### src/hw/rtl/dwma_pkg.sv
// shared types and constants of the deadband weighted moving average
package dwma_pkg;

  // sample and result widths
  localparam int unsigned RAW_W    = 16;
  localparam int unsigned SMP_W    = 8;
  localparam int unsigned LEVEL_W  = 8;
  localparam int unsigned THR_W    = 8;
  localparam int unsigned WLEN_W   = 5;
  localparam int unsigned WGT_W    = 4;
  localparam int unsigned CFG_IDX_W = 2;
  localparam int unsigned CFG_DAT_W = 8;

  // sum of at most 31 entries plus 15 extra copies of the newest, 8 bit each
  localparam int unsigned SUM_W    = 14;
  // divisor is window length plus weight, at most 46
  localparam int unsigned DIV_W    = 6;
  // counts the divider steps, one per dividend bit
  localparam int unsigned DCNT_W   = 4;

  // configuration register indexes
  localparam logic [CFG_IDX_W-1:0] CFG_THRESHOLD = 2'd0;
  localparam logic [CFG_IDX_W-1:0] CFG_WINDOW    = 2'd1;
  localparam logic [CFG_IDX_W-1:0] CFG_WEIGHT    = 2'd2;

  localparam logic [THR_W-1:0]  THRESHOLD_RST = 8'd0;
  localparam logic [WLEN_W-1:0] WINDOW_RST    = 5'd16;
  localparam logic [WGT_W-1:0]  WEIGHT_RST    = 4'd1;

  typedef enum logic [2:0] {
    ST_IDLE,
    ST_MODP,
    ST_SUM,
    ST_DRAIN,
    ST_DIVL,
    ST_DIV,
    ST_DONE
  } state_e;

endpackage

### src/hw/rtl/dwma_div.sv
// bit-serial restoring divider, one quotient bit per cycle
module dwma_div (
  input  logic                          clk_i,
  input  logic                          rst_ni,
  input  logic                          start_i,
  input  logic [dwma_pkg::SUM_W-1:0]    dividend_i,
  input  logic [dwma_pkg::DIV_W-1:0]    divisor_i,
  output logic [dwma_pkg::SUM_W-1:0]    quot_o,
  output logic                          done_o
);
  import dwma_pkg::*;

  logic [SUM_W-1:0]  dvd_q, dvd_d;
  logic [DIV_W-1:0]  rem_q, rem_d;
  logic [DCNT_W-1:0] cnt_q, cnt_d;
  logic              busy_q, busy_d;
  logic              done_q, done_d;
  logic [DIV_W:0]    rem_sh;
  logic [DIV_W:0]    rem_sub;
  logic              qbit;

  always_comb begin
    rem_sh  = {rem_q, dvd_q[SUM_W-1]};
    rem_sub = rem_sh - {1'b0, divisor_i};
    qbit    = (rem_sh >= {1'b0, divisor_i});
    dvd_d   = dvd_q;
    rem_d   = rem_q;
    cnt_d   = cnt_q;
    busy_d  = busy_q;
    done_d  = 1'b0;
    if (start_i) begin
      dvd_d  = dividend_i;
      rem_d  = '0;
      cnt_d  = '0;
      busy_d = 1'b1;
    end else if (busy_q) begin
      // dividend shifts out at the top while quotient bits fill in below
      dvd_d = {dvd_q[SUM_W-2:0], qbit};
      rem_d = qbit ? rem_sub[DIV_W-1:0] : rem_sh[DIV_W-1:0];
      cnt_d = cnt_q + 1'b1;
      if (cnt_q == DCNT_W'(SUM_W - 1)) begin
        busy_d = 1'b0;
        done_d = 1'b1;
      end
    end
  end

  always_ff @(posedge clk_i or negedge rst_ni) begin
    if (!rst_ni) begin
      busy_q <= 1'b0;
      done_q <= 1'b0;
      cnt_q  <= '0;
    end else begin
      busy_q <= busy_d;
      done_q <= done_d;
      cnt_q  <= cnt_d;
    end
  end

  always_ff @(posedge clk_i) begin
    dvd_q <= dvd_d;
    rem_q <= rem_d;
  end

  assign quot_o = dvd_q;
  assign done_o = done_q;

endmodule

### src/hw/rtl/deadband_weighted_moving_average_top.sv
// top level of the deadband weighted moving average
// Each input word is a signed 16-bit rate sample; it is scaled down by 256
// (toward zero), forced to zero when its magnitude is below the threshold,
// and stored at the next ring position. The result word carries the magnitude
// of the weighted window average and the stored sample. One sample is in
// flight at a time: once it is accepted, the advanced position is brought
// back inside the window by length steps (one whenever the position wraps
// to zero, more when the window was shortened below the current position),
// then the ring is swept through its single read port, one entry a cycle,
// and the sum is divided by the 14-step bit-serial divider.
// A finished result waits in the output register while the next sample is
// accepted. The ring reads as zero after reset through per-entry valid bits,
// so no clearing pass is needed.
module deadband_weighted_moving_average_top #(
  parameter int unsigned RING_DEPTH = 16
) (
  input  logic                               clk_i,
  input  logic                               rst_ni,
  // configuration write channel
  input  logic                               cfg_valid_i,
  output logic                               cfg_ready_o,
  input  logic [dwma_pkg::CFG_IDX_W-1:0]     cfg_index_i,
  input  logic [dwma_pkg::CFG_DAT_W-1:0]     cfg_data_i,
  // sample stream in
  input  logic                               s_axis_tvalid,
  output logic                               s_axis_tready,
  input  logic [15:0]                        s_axis_tdata,  // raw_rate
  // result stream out
  output logic                               m_axis_tvalid,
  input  logic                               m_axis_tready,
  output logic [15:0]                        m_axis_tdata   // smoothed_level, gated_sample
);
  import dwma_pkg::*;

  localparam int unsigned PW = (RING_DEPTH > 1) ? $clog2(RING_DEPTH) : 1;
  localparam int unsigned IW = (PW > WLEN_W) ? PW : WLEN_W;

  // configuration registers
  logic [THR_W-1:0]  thr_q;
  logic [WLEN_W-1:0] wlen_q;
  logic [WGT_W-1:0]  wgt_q;

  assign cfg_ready_o = 1'b1;

  always_ff @(posedge clk_i or negedge rst_ni) begin
    if (!rst_ni) begin
      thr_q  <= THRESHOLD_RST;
      wlen_q <= WINDOW_RST;
      wgt_q  <= WEIGHT_RST;
    end else if (cfg_valid_i) begin
      unique case (cfg_index_i)
        CFG_THRESHOLD: thr_q  <= cfg_data_i;
        CFG_WINDOW:    wlen_q <= cfg_data_i[WLEN_W-1:0];
        CFG_WEIGHT:    wgt_q  <= cfg_data_i[WGT_W-1:0];
        default: ;
      endcase
    end
  end

  // effective window length, clamped to 1..RING_DEPTH
  logic [WLEN_W-1:0] len_eff;
  always_comb begin
    if (wlen_q == '0) begin
      len_eff = WLEN_W'(1);
    end else if ({4'b0, wlen_q} > 9'(RING_DEPTH)) begin
      len_eff = WLEN_W'(RING_DEPTH);
    end else begin
      len_eff = wlen_q;
    end
  end

  logic [DIV_W-1:0] divisor;
  assign divisor = DIV_W'(len_eff) + DIV_W'(wgt_q);

  // scale and deadband of the incoming word
  logic [RAW_W-1:0]        raw;
  logic signed [SMP_W-1:0] scaled;
  logic [SMP_W-1:0]        scaled_mag;
  logic signed [SMP_W-1:0] gated;

  always_comb begin
    raw        = s_axis_tdata;
    // arithmetic shift rounds down, so bump negatives with a fraction
    scaled     = $signed(raw[RAW_W-1:RAW_W-SMP_W])
               + $signed({{(SMP_W-1){1'b0}}, raw[RAW_W-1] & (raw[RAW_W-SMP_W-1:0] != '0)});
    scaled_mag = scaled[SMP_W-1] ? SMP_W'(-scaled) : scaled;
    gated      = (scaled_mag < thr_q) ? '0 : scaled;
  end

  logic signed [12:0] prod;
  assign prod = gated * $signed({1'b0, wgt_q});

  // state
  state_e                  state_q, state_d;
  logic [PW-1:0]           pos_q, pos_d;
  logic [5:0]              p_q, p_d;
  logic [PW-1:0]           idx_q, idx_d;
  logic signed [SUM_W-1:0] acc_q, acc_d;
  logic signed [SMP_W-1:0] gated_q, gated_d;
  logic                    rd_vld_q, rd_vld_d;
  logic                    wr_en;
  logic                    div_start;
  logic                    div_done;
  logic [SUM_W-1:0]        div_quot;
  logic [SUM_W-1:0]        acc_mag;
  logic                    out_load;

  // ring storage with per-entry valid bits
  logic [SMP_W-1:0] ring_mem [RING_DEPTH];
  logic [RING_DEPTH-1:0] ring_vld_q;
  logic [SMP_W-1:0] rd_data_q;
  logic             rd_ok_q;
  logic [PW-1:0]    wr_addr;
  logic signed [SMP_W-1:0] rd_sample;

  assign wr_addr   = PW'(p_q);
  assign rd_sample = rd_ok_q ? $signed(rd_data_q) : '0;

  always_ff @(posedge clk_i) begin
    if (wr_en) begin
      ring_mem[wr_addr] <= gated_q;
    end
    rd_data_q <= ring_mem[idx_q];
  end

  always_ff @(posedge clk_i or negedge rst_ni) begin
    if (!rst_ni) begin
      ring_vld_q <= '0;
      rd_ok_q    <= 1'b0;
    end else begin
      if (wr_en) begin
        ring_vld_q[wr_addr] <= 1'b1;
      end
      rd_ok_q <= ring_vld_q[idx_q];
    end
  end

  assign acc_mag = acc_q[SUM_W-1] ? SUM_W'(-acc_q) : SUM_W'(acc_q);

  // output register
  logic             m_vld_q;
  logic [LEVEL_W-1:0] m_level_q;
  logic [SMP_W-1:0]   m_gated_q;

  always_comb begin
    state_d   = state_q;
    pos_d     = pos_q;
    p_d       = p_q;
    idx_d     = idx_q;
    acc_d     = acc_q;
    gated_d   = gated_q;
    rd_vld_d  = 1'b0;
    wr_en     = 1'b0;
    div_start = 1'b0;
    out_load  = 1'b0;
    s_axis_tready = (state_q == ST_IDLE);
    unique case (state_q)
      ST_IDLE: begin
        if (s_axis_tvalid) begin
          gated_d = gated;
          p_d     = 6'(pos_q) + 6'd1;
          acc_d   = SUM_W'(prod);
          state_d = ST_MODP;
        end
      end
      ST_MODP: begin
        // one length step per cycle until the position is inside the window
        if (p_q >= {1'b0, len_eff}) begin
          p_d = p_q - {1'b0, len_eff};
        end else begin
          pos_d   = PW'(p_q);
          wr_en   = 1'b1;
          idx_d   = '0;
          state_d = ST_SUM;
        end
      end
      ST_SUM: begin
        rd_vld_d = 1'b1;
        if (rd_vld_q) begin
          acc_d = acc_q + SUM_W'(rd_sample);
        end
        idx_d = idx_q + 1'b1;
        if (IW'(idx_q) == IW'(len_eff - WLEN_W'(1))) begin
          state_d = ST_DRAIN;
        end
      end
      ST_DRAIN: begin
        acc_d   = acc_q + SUM_W'(rd_sample);
        state_d = ST_DIVL;
      end
      ST_DIVL: begin
        div_start = 1'b1;
        state_d   = ST_DIV;
      end
      ST_DIV: begin
        if (div_done) begin
          state_d = ST_DONE;
        end
      end
      ST_DONE: begin
        if (!m_vld_q || m_axis_tready) begin
          out_load = 1'b1;
          state_d  = ST_IDLE;
        end
      end
      default: state_d = ST_IDLE;
    endcase
  end

  always_ff @(posedge clk_i or negedge rst_ni) begin
    if (!rst_ni) begin
      state_q  <= ST_IDLE;
      pos_q    <= '0;
      rd_vld_q <= 1'b0;
      m_vld_q  <= 1'b0;
    end else begin
      state_q  <= state_d;
      pos_q    <= pos_d;
      rd_vld_q <= rd_vld_d;
      if (out_load) begin
        m_vld_q <= 1'b1;
      end else if (m_axis_tready) begin
        m_vld_q <= 1'b0;
      end
    end
  end

  always_ff @(posedge clk_i) begin
    p_q     <= p_d;
    idx_q   <= idx_d;
    acc_q   <= acc_d;
    gated_q <= gated_d;
    if (out_load) begin
      m_level_q <= div_quot[LEVEL_W-1:0];
      m_gated_q <= gated_q;
    end
  end

  dwma_div u_div (
    .clk_i      (clk_i),
    .rst_ni     (rst_ni),
    .start_i    (div_start),
    .dividend_i (acc_mag),
    .divisor_i  (divisor),
    .quot_o     (div_quot),
    .done_o     (div_done)
  );

  assign m_axis_tvalid = m_vld_q;
  assign m_axis_tdata  = {m_gated_q, m_level_q};

endmodule

### config.mk
export PLATFORM = sky130hd
export DESIGN_NAME = deadband_weighted_moving_average_top
export DESIGN_NICKNAME = d
export VERILOG_FILES = /design/src/hw/rtl/dwma_pkg.sv /design/src/hw/rtl/dwma_div.sv /design/src/hw/rtl/deadband_weighted_moving_average_top.sv
export SDC_FILE = /design/constraint.sdc
export NUM_CORES = 1
export LEC_CHECK = 0
export BUFFER_PORTS_ARGS = -buffer_cell sky130_fd_sc_hd__buf_2
export CAP_MARGIN = 30
export CORE_UTILIZATION = 50
export DETAILED_ROUTE_END_ITERATION = 8
export HOLD_SLACK_MARGIN = 0.05
export PLACE_DENSITY = 0.8
export SKIP_CTS_REPAIR_TIMING = 1
export SLEW_MARGIN = 0
export SYNTH_ARGS = -nofsm -noshare
export SYNTH_HDL_FRONTEND = slang
export SYNTH_SLANG_ARGS = --single-unit
export TNS_END_PERCENT = 10
### constraint.sdc
create_clock -name clk_i -period 5.5 [get_ports clk_i]
set_input_delay 0.275 -clock clk_i [delete_from_list [all_inputs] [get_ports clk_i]]
set_output_delay 0.275 -clock clk_i [all_outputs]
set_load 0.03 [all_outputs]
==> results.json, run 1 <==
{
  "syn_nets": 1124,
  "power_density_nw_per_um2": 488.9,
  "drtAntennaViolNets": 0,
  "grt_overflow": 0,
  "routed_wirelength_um": 27820,
  "worst_slew_pin_slew_ns": 1.053,
  "synth_seq_cells": 253,
  "place_area_um2": 14160,
  "violations": "setup timing",
  "crit_top_cell": "o31a_1",
  "path_class": "primary input to flip-flop",
  "vias_per_cell": 5.651,
  "nFillCells": 1859,
  "io_buffers": 48,
  "p_leak_nw": 6.121,
  "min_period_over_period_pct": 107.3,
  "antenna_found_initial": 0,
  "crit_path_top_delay_cell": "fa_1",
  "postLayoutCoreUtil_pct": 60.30,
  "die_y_um": 163.3,
  "synthCells": 1004,
  "fmax_ghz": 0.1695,
  "place_hpwl_um": 19010,
  "drv_cap": 0,
  "final_cell_area_um2": 15270,
  "clock-sinks": 253,
  "synth.distinct_cells": 69,
  "first_pass_iters": 5,
  "cp-start-kind": "primary input",
  "grt_first_pass_wirelength_um": 43420,
  "critPathMaxStageDelay_ns": 0.58,
  "ios": 50,
  "postSynthAreaPerCell_um2": 12.95,
  "yosys_most_used_dff": "edfxtp_1",
  "gp_congestion": 0.8706,
  "nets": 1255,
  "setup_viol": 4,
  "drc": 0,
  "crit_required_ns": 5.73,
  "grt_max_degree": 37,
  "synth_edf_count": 190,
  "mostFrequentLayoutCells": "190 x edfxtp_1, 85 x nand2_1, 76 x buf_4",
  "cts_tree": "done",
  "die_width_um": 163.3,
  "vias": 8391,
  "synthArstFlopShare_pct": 19.37,
  "ctsLongestPathBuffers": 3,
  "start_util_pct": 51.33,
  "path_buf_inv": 3,
  "cp_top_family": "adder cells",
  "worstPathMaxFanout": 5,
  "arrival_ns": 6.13,
  "clk_latency_ns": 0.54,
  "slew_violations": 0,
  "ir_drop_v": 0.0002658,
  "drive_above_1_share_pct": 23.46,
  "htreeDepth": 1,
  "final_common_cell": "edfxtp_1",
  "cts.reportedPaths.clkPinSlew_ns": 0.06,
  "yosysWarnings": 0,
  "setup_slack_ns": -0.3991,
  "diodes": 0,
  "cts_root_buf": "clkbuf_16",
  "row_count": 58,
  "synth_area_um2": 13000,
  "ys_seq_area_share_pct": 55.49,
  "syn_to_final_growth_pct": 17.47,
  "status": "complete, but fails checks",
  "skew_ns": 0.02228,
  "cp-end-kind": "flip-flop",
  "rsz0062_at_grt": "yes",
  "coreArea_um2": 25330,
  "die-area_um2": 26650,
  "slew_headroom_pct": 29.56,
  "track_usage_pct": 21.05,
  "pre_cts_slack_ns": -0.9497,
  "finalHoldViolCount": 0,
  "drt-initial-drc-count": 688,
  "routedWlPerCell_um": 18.73,
  "layout_min_cycle_time_ns": 5.899,
  "power_mw": 7.467,
  "hold_path_class": "primary input to flip-flop",
  "grt_pass1_vias": 8396,
  "cts_buffers": 26
}
per-layer routing:
| metal | track usage [%] | routed length [µm] |
|---|---|---|
| met1 | 26.93 | 11350 |
| met2 | 37.44 | 14300 |
| met3 | 2.793 | 1553 |
| met4 | 5.607 | 619 |
| met5 | 0 | 0 |
tightest hold or removal path, delay by kind of cell:
family        cells  cell delay [ns]
simple gates      2             0.21
buf+inv           1             0.08
report_power, final:
group | total [mW] | switching, mW | internal, mW
Combinational | 2.74 | 1.46 | 1.28
Sequential | 3.05 | 0.445 | 2.61
Clock | 1.68 | 0.721 | 0.958
Total | 7.47 | 2.63 | 4.84
state kept, by name, indices dropped and copies added, names as in the netlist, 6 cells and up:
name,flops
ring_mem,128
ring_vld_q,16
acc_q,14
u_div.quot_o,14
gated_q,8
m_gated_q,8
m_level_q,8
rd_data_q,8
thr_q,8
p_q,6
u_div.rem_q,6
path summary, 6_finish.rpt:
| path | start | to | slack [ns] | cells after the start |
|---|---|---|---|---|
| setup / recovery | s_axis_tdata[5] | acc_q[13] | -0.40 | 31 |
| hold / removal | m_axis_tready | m_axis_tvalid | 0.06 | 3 |
| setup reg to reg | thr_q[1] | acc_q[13] | 0.47 | 20 |
| hold reg to reg | u_div.quot_o[5] | m_level_q[5] | 0.45 | 0 |
| max in group asynchronous | rst_ni | wlen_q[4] | 4.73 | 3 |
| min in group asynchronous | rst_ni | ring_vld_q[4] | 0.17 | 2 |
stage by stage:
step           hold WS, ns  std cells  setup TNS, ns
3_3_place_gp        0.4389       1425         -4.350
3_5_place_dp        0.1989       1426         -5.084
2_1_floorplan     -0.02059       1004         -2.178
5_1_grt            0.06625       1485         -2.871
4_1_cts            -0.3736       1474         -1.625
6_report           0.06107       1485         -1.182
synthesized netlist by cell type, types with 5 or more instances:
library cell / count / area share (%)
mux2i_1: 7 / 0.54
xor2_1: 32 / 2.2
o31a_1: 5 / 0.34
edfxtp_1: 190 / 44
a21o_1: 8 / 0.46
fa_1: 21 / 3.2
inv_1: 73 / 2.1
dfxtp_1: 14 / 2.2
nor4_1: 7 / 0.34
o21a_1: 12 / 0.69
ha_1: 68 / 6.5
nor3_1: 15 / 0.58
nand2b_1: 11 / 0.53
nand3_1: 21 / 0.81
or2_2: 8 / 0.38
mux2_2: 13 / 1.1
nor2b_1: 10 / 0.48
xnor2_1: 31 / 2.1
nor2_1: 74 / 2.1
and2_1: 9 / 0.43
nand2_1: 87 / 2.5
dfrtp_1: 47 / 9.0
a21oi_1: 23 / 0.89
o21bai_1: 11 / 0.64
clkbuf_1: 21 / 0.61
nand4_1: 5 / 0.24
o21ai_0: 60 / 2.3
mux4_2: 45 / 7.8
buf_2: 5 / 0.19
cells by family after synthesis:
| kind of cell | Yosys count | synth area share [%] |
|---|---|---|
| muxes | 65 | 9.460 |
| AOI/OAI and AO/OA | 157 | 7.843 |
| buffers and inverters | 106 | 3.166 |
| adders and majority gates | 89 | 9.778 |
| and+or+nand+nor | 269 | 9.864 |
| other | 1 | 0.02884 |
| DFF | 253 | 55.49 |
| xor gates and xnor gates | 64 | 4.369 |
final cells by class:
cell class,instances,area (µm²),share of cell area [%]
Clock buffer,34,710.7,4.653
Timing Repair Buffer,135,948.4,6.210
Tap cell,330,412.9,2.704
Sequential cell,253,7214,47.24
Inverter,74,277.8,1.819
Clock inverter,14,106.4,0.6964
Multi-Input combinational cell,645,5602,36.68
No activity file was read; power rests on OpenSTA's default activity.
==> run 2, diff against run 1 <==
MAX_ROUTING_LAYER = met4   (was not set)
==> run 2 against run 1 <==
Net effect:
- largest cell class unchanged
- the flow still finishes with violations (setup timing)
- global-route usage grew 0.89 points
- non-clock buffer count unchanged
- core utilization shrank 0.069 points
- clock power increased by 7%
- largest power group unchanged
- critical path depth down 1
- clock skew decreased by 0.0068 ns
- critical endpoint unchanged
- sequential share of layout area rose by 0.054 points
- maximum frequency is 0.90% higher
- via count is 0.30% lower
- worst setup slack better by 0.053 ns
- critical path type unchanged
- design area shrank 0.11%
==> results.json, run 2 (synthesis results as in run 1) <==
{
  "routedWlPerCell_um": 18.49,
  "ctsLongestPathBuffers": 3,
  "power_frac_seq_pct": 40.3,
  "ios": 50,
  "rr_worst_depth": 20,
  "p_leak_nw": 6.137,
  "first_pass_iters": 5,
  "violations": "setup timing",
  "cts_tree": "done",
  "clock-sinks": 253,
  "die_width_um": 163.3,
  "gp_congestion": 0.8758,
  "path_class": "primary input to flip-flop",
  "row_count": 58,
  "clkPwrFrac_pct": 23.8,
  "htreeDepth": 1,
  "regMostFlops": "ring_mem",
  "setup_viol": 3,
  "crit_path_top_delay_cell": "fa_1",
  "io_buffers": 48,
  "reg.largest.list": "ring_mem: 128 flops, ring_vld_q: 16 flops",
  "grt_max_degree": 38,
  "worst_slew_pin_slew_ns": 0.9990,
  "cts_root_buf": "clkbuf_16",
  "critPathMaxStageDelay_ns": 0.54,
  "startpoint": "s_axis_tdata[5]",
  "grt_overflow": 0,
  "worstPathMaxFanout": 5,
  "rsz0062_at_grt": "yes",
  "vias_per_cell": 5.634,
  "fmax_ghz": 0.1711,
  "cts.reportedPaths.clkPinSlew_ns": 0.07,
  "cp-start-kind": "primary input",
  "hold_path_class": "primary input to flip-flop",
  "r2r_end": "acc_q[13]",
  "drv_cap": 0,
  "coreArea_um2": 25330,
  "r2r_setup_slack_ns": 0.50,
  "mostFrequentLayoutCells": "190 x edfxtp_1, 84 x nand2_1, 76 x buf_4",
  "arrival_ns": 6.10,
  "track_usage_pct": 21.95,
  "dp_cells": 1427,
  "regToRegStartpoint": "thr_q[1]",
  "seqCellArea_um2": 7214,
  "setup_slack_ns": -0.3462,
  "die-area_um2": 26650,
  "power_density_nw_per_um2": 495.6,
  "skew_ns": 0.01544,
  "layout.cells.non_filler": 1485,
  "path_buf_inv": 4,
  "antenna_found_initial": 0,
  "cts_buffers": 26,
  "nets": 1255,
  "whs_path_depth": 3,
  "slew_violations": 0,
  "die_y_um": 163.3,
  "drt-initial-drc-count": 762,
  "final_common_cell": "edfxtp_1",
  "power_frac_comb_pct": 35.9,
  "status": "complete, but fails checks",
  "cp-end-kind": "flip-flop",
  "drtAntennaViolNets": 0,
  "start_util_pct": 51.33,
  "nFillCells": 1835,
  "diodes": 0,
  "drive_above_1_share_pct": 22.94,
  "clk_latency_ns": 0.54,
  "p_int_mw": 4.935,
  "vias": 8366,
  "layout_min_cycle_time_ns": 5.846,
  "cp_top_family": "adder cells",
  "multi_input_area_um2": 5535,
  "largest_reg_flops": 128,
  "switching_power_mw": 2.625,
  "slew_headroom_pct": 33.15,
  "cp_num_cells": 30,
  "finalHoldViolCount": 0,
  "grt_first_pass_wirelength_um": 44020,
  "ir_drop_v": 0.0003100,
  "routed_wirelength_um": 27460,
  "switching_share_pct": 34.72,
  "crit_path_end": "acc_q[13]",
  "place_hpwl_um": 18910,
  "postLayoutCoreUtil_pct": 60.23,
  "grt_pass1_vias": 8446,
  "syn_to_final_growth_pct": 17.33,
  "drc": 0,
  "crit_required_ns": 5.75,
  "min_period_over_period_pct": 106.3
}
## run 2: changes by cell type in the layout (fill, tap and decap cells not counted), sizes merged
cell      before  now
inv           73   74
clkinvlp       1    0
bufinv         1    3
clkbuf        34   39
clkinv        13    6
## run 2: worst min path at each step
stage	startpoint	to	slack [ns]
finish	m_axis_tready	m_axis_tvalid	0.07
global route	m_axis_tready	m_axis_tvalid	0.06
CTS	rst_ni	ring_vld_q[3]	-0.39
detailed placement	rst_ni	ring_vld_q[3]	0.19
global placement	u_div.rem_q[5]	u_div.rem_q[5]	0.44
floorplan	rst_ni	m_axis_tvalid	-0.02
## run 2: power groups by stage
| stage | clock network (mW) | logic [mW] | registers, mW |
|---|---|---|---|
| after floorplan | 0 | 2.11 | 2.88 |
| after global placement | 0 | 2.57 | 3.05 |
| after detailed placement | 0 | 2.65 | 3.08 |
| after CTS | 1.82 | 2.68 | 3.05 |
| after global routing | 1.89 | 3.03 | 3.11 |
| final | 1.80 | 2.71 | 3.05 |
## run 2: metrics by stage
stage / setup slack [ns] / TNS (ns) / total power [mW] / hold WS [ns] / area, µm²
final: -0.3462 / -0.9479 / 7.560 / 0.07421 / 15250
after global routing: -0.6652 / -2.510 / 8.035 / 0.06423 / 15250
after CTS: -0.5130 / -1.792 / 7.546 / -0.3850 / 15040
after detailed placement: -1.089 / -5.952 / 5.725 / 0.1914 / 14170
after global placement: -0.8473 / -4.182 / 5.619 / 0.4365 / 14150
after floorplan: -0.7163 / -2.178 / 4.993 / -0.02059 / 13060
## run 2: area by class of cell
cell class / instances / area share [%]
Timing Repair Buffer: 135 / 6.217
Clock inverter: 9 / 0.8940
Clock buffer: 39 / 4.782
Multi-Input combinational cell: 645 / 36.29
Inverter: 74 / 1.821
Tap cell: 330 / 2.707
Sequential cell: 253 / 47.29
## run 2: worst reg2reg max path, cell delays in order (launching register included)
cell and delay [ns]:
dfrtp_1 0.36, inv_1 0.09, ha_1 0.25, a2111oi_2 0.29, o21bai_1 0.13, a31o_4 0.29
nand2_4 0.10, nor2_1 0.05, ha_1 0.28, inv_2 0.04, fa_1 0.50, fa_1 0.54
inv_1 0.06, ha_4 0.24, nor2b_4 0.12, o31a_1 0.25, o41a_1 0.34, o31a_1 0.26
o311ai_2 0.23, xor2_1 0.21, o22ai_1 0.09
## run 2: routing by layer
metal	track usage [%]	vias up	part of all wire, %
met3	2.362	44	4.6
met4	5.692	0	2.2
li1	-	3917	-
met2	37.15	220	51
met1	28.20	4185	43
met5	-	-	0
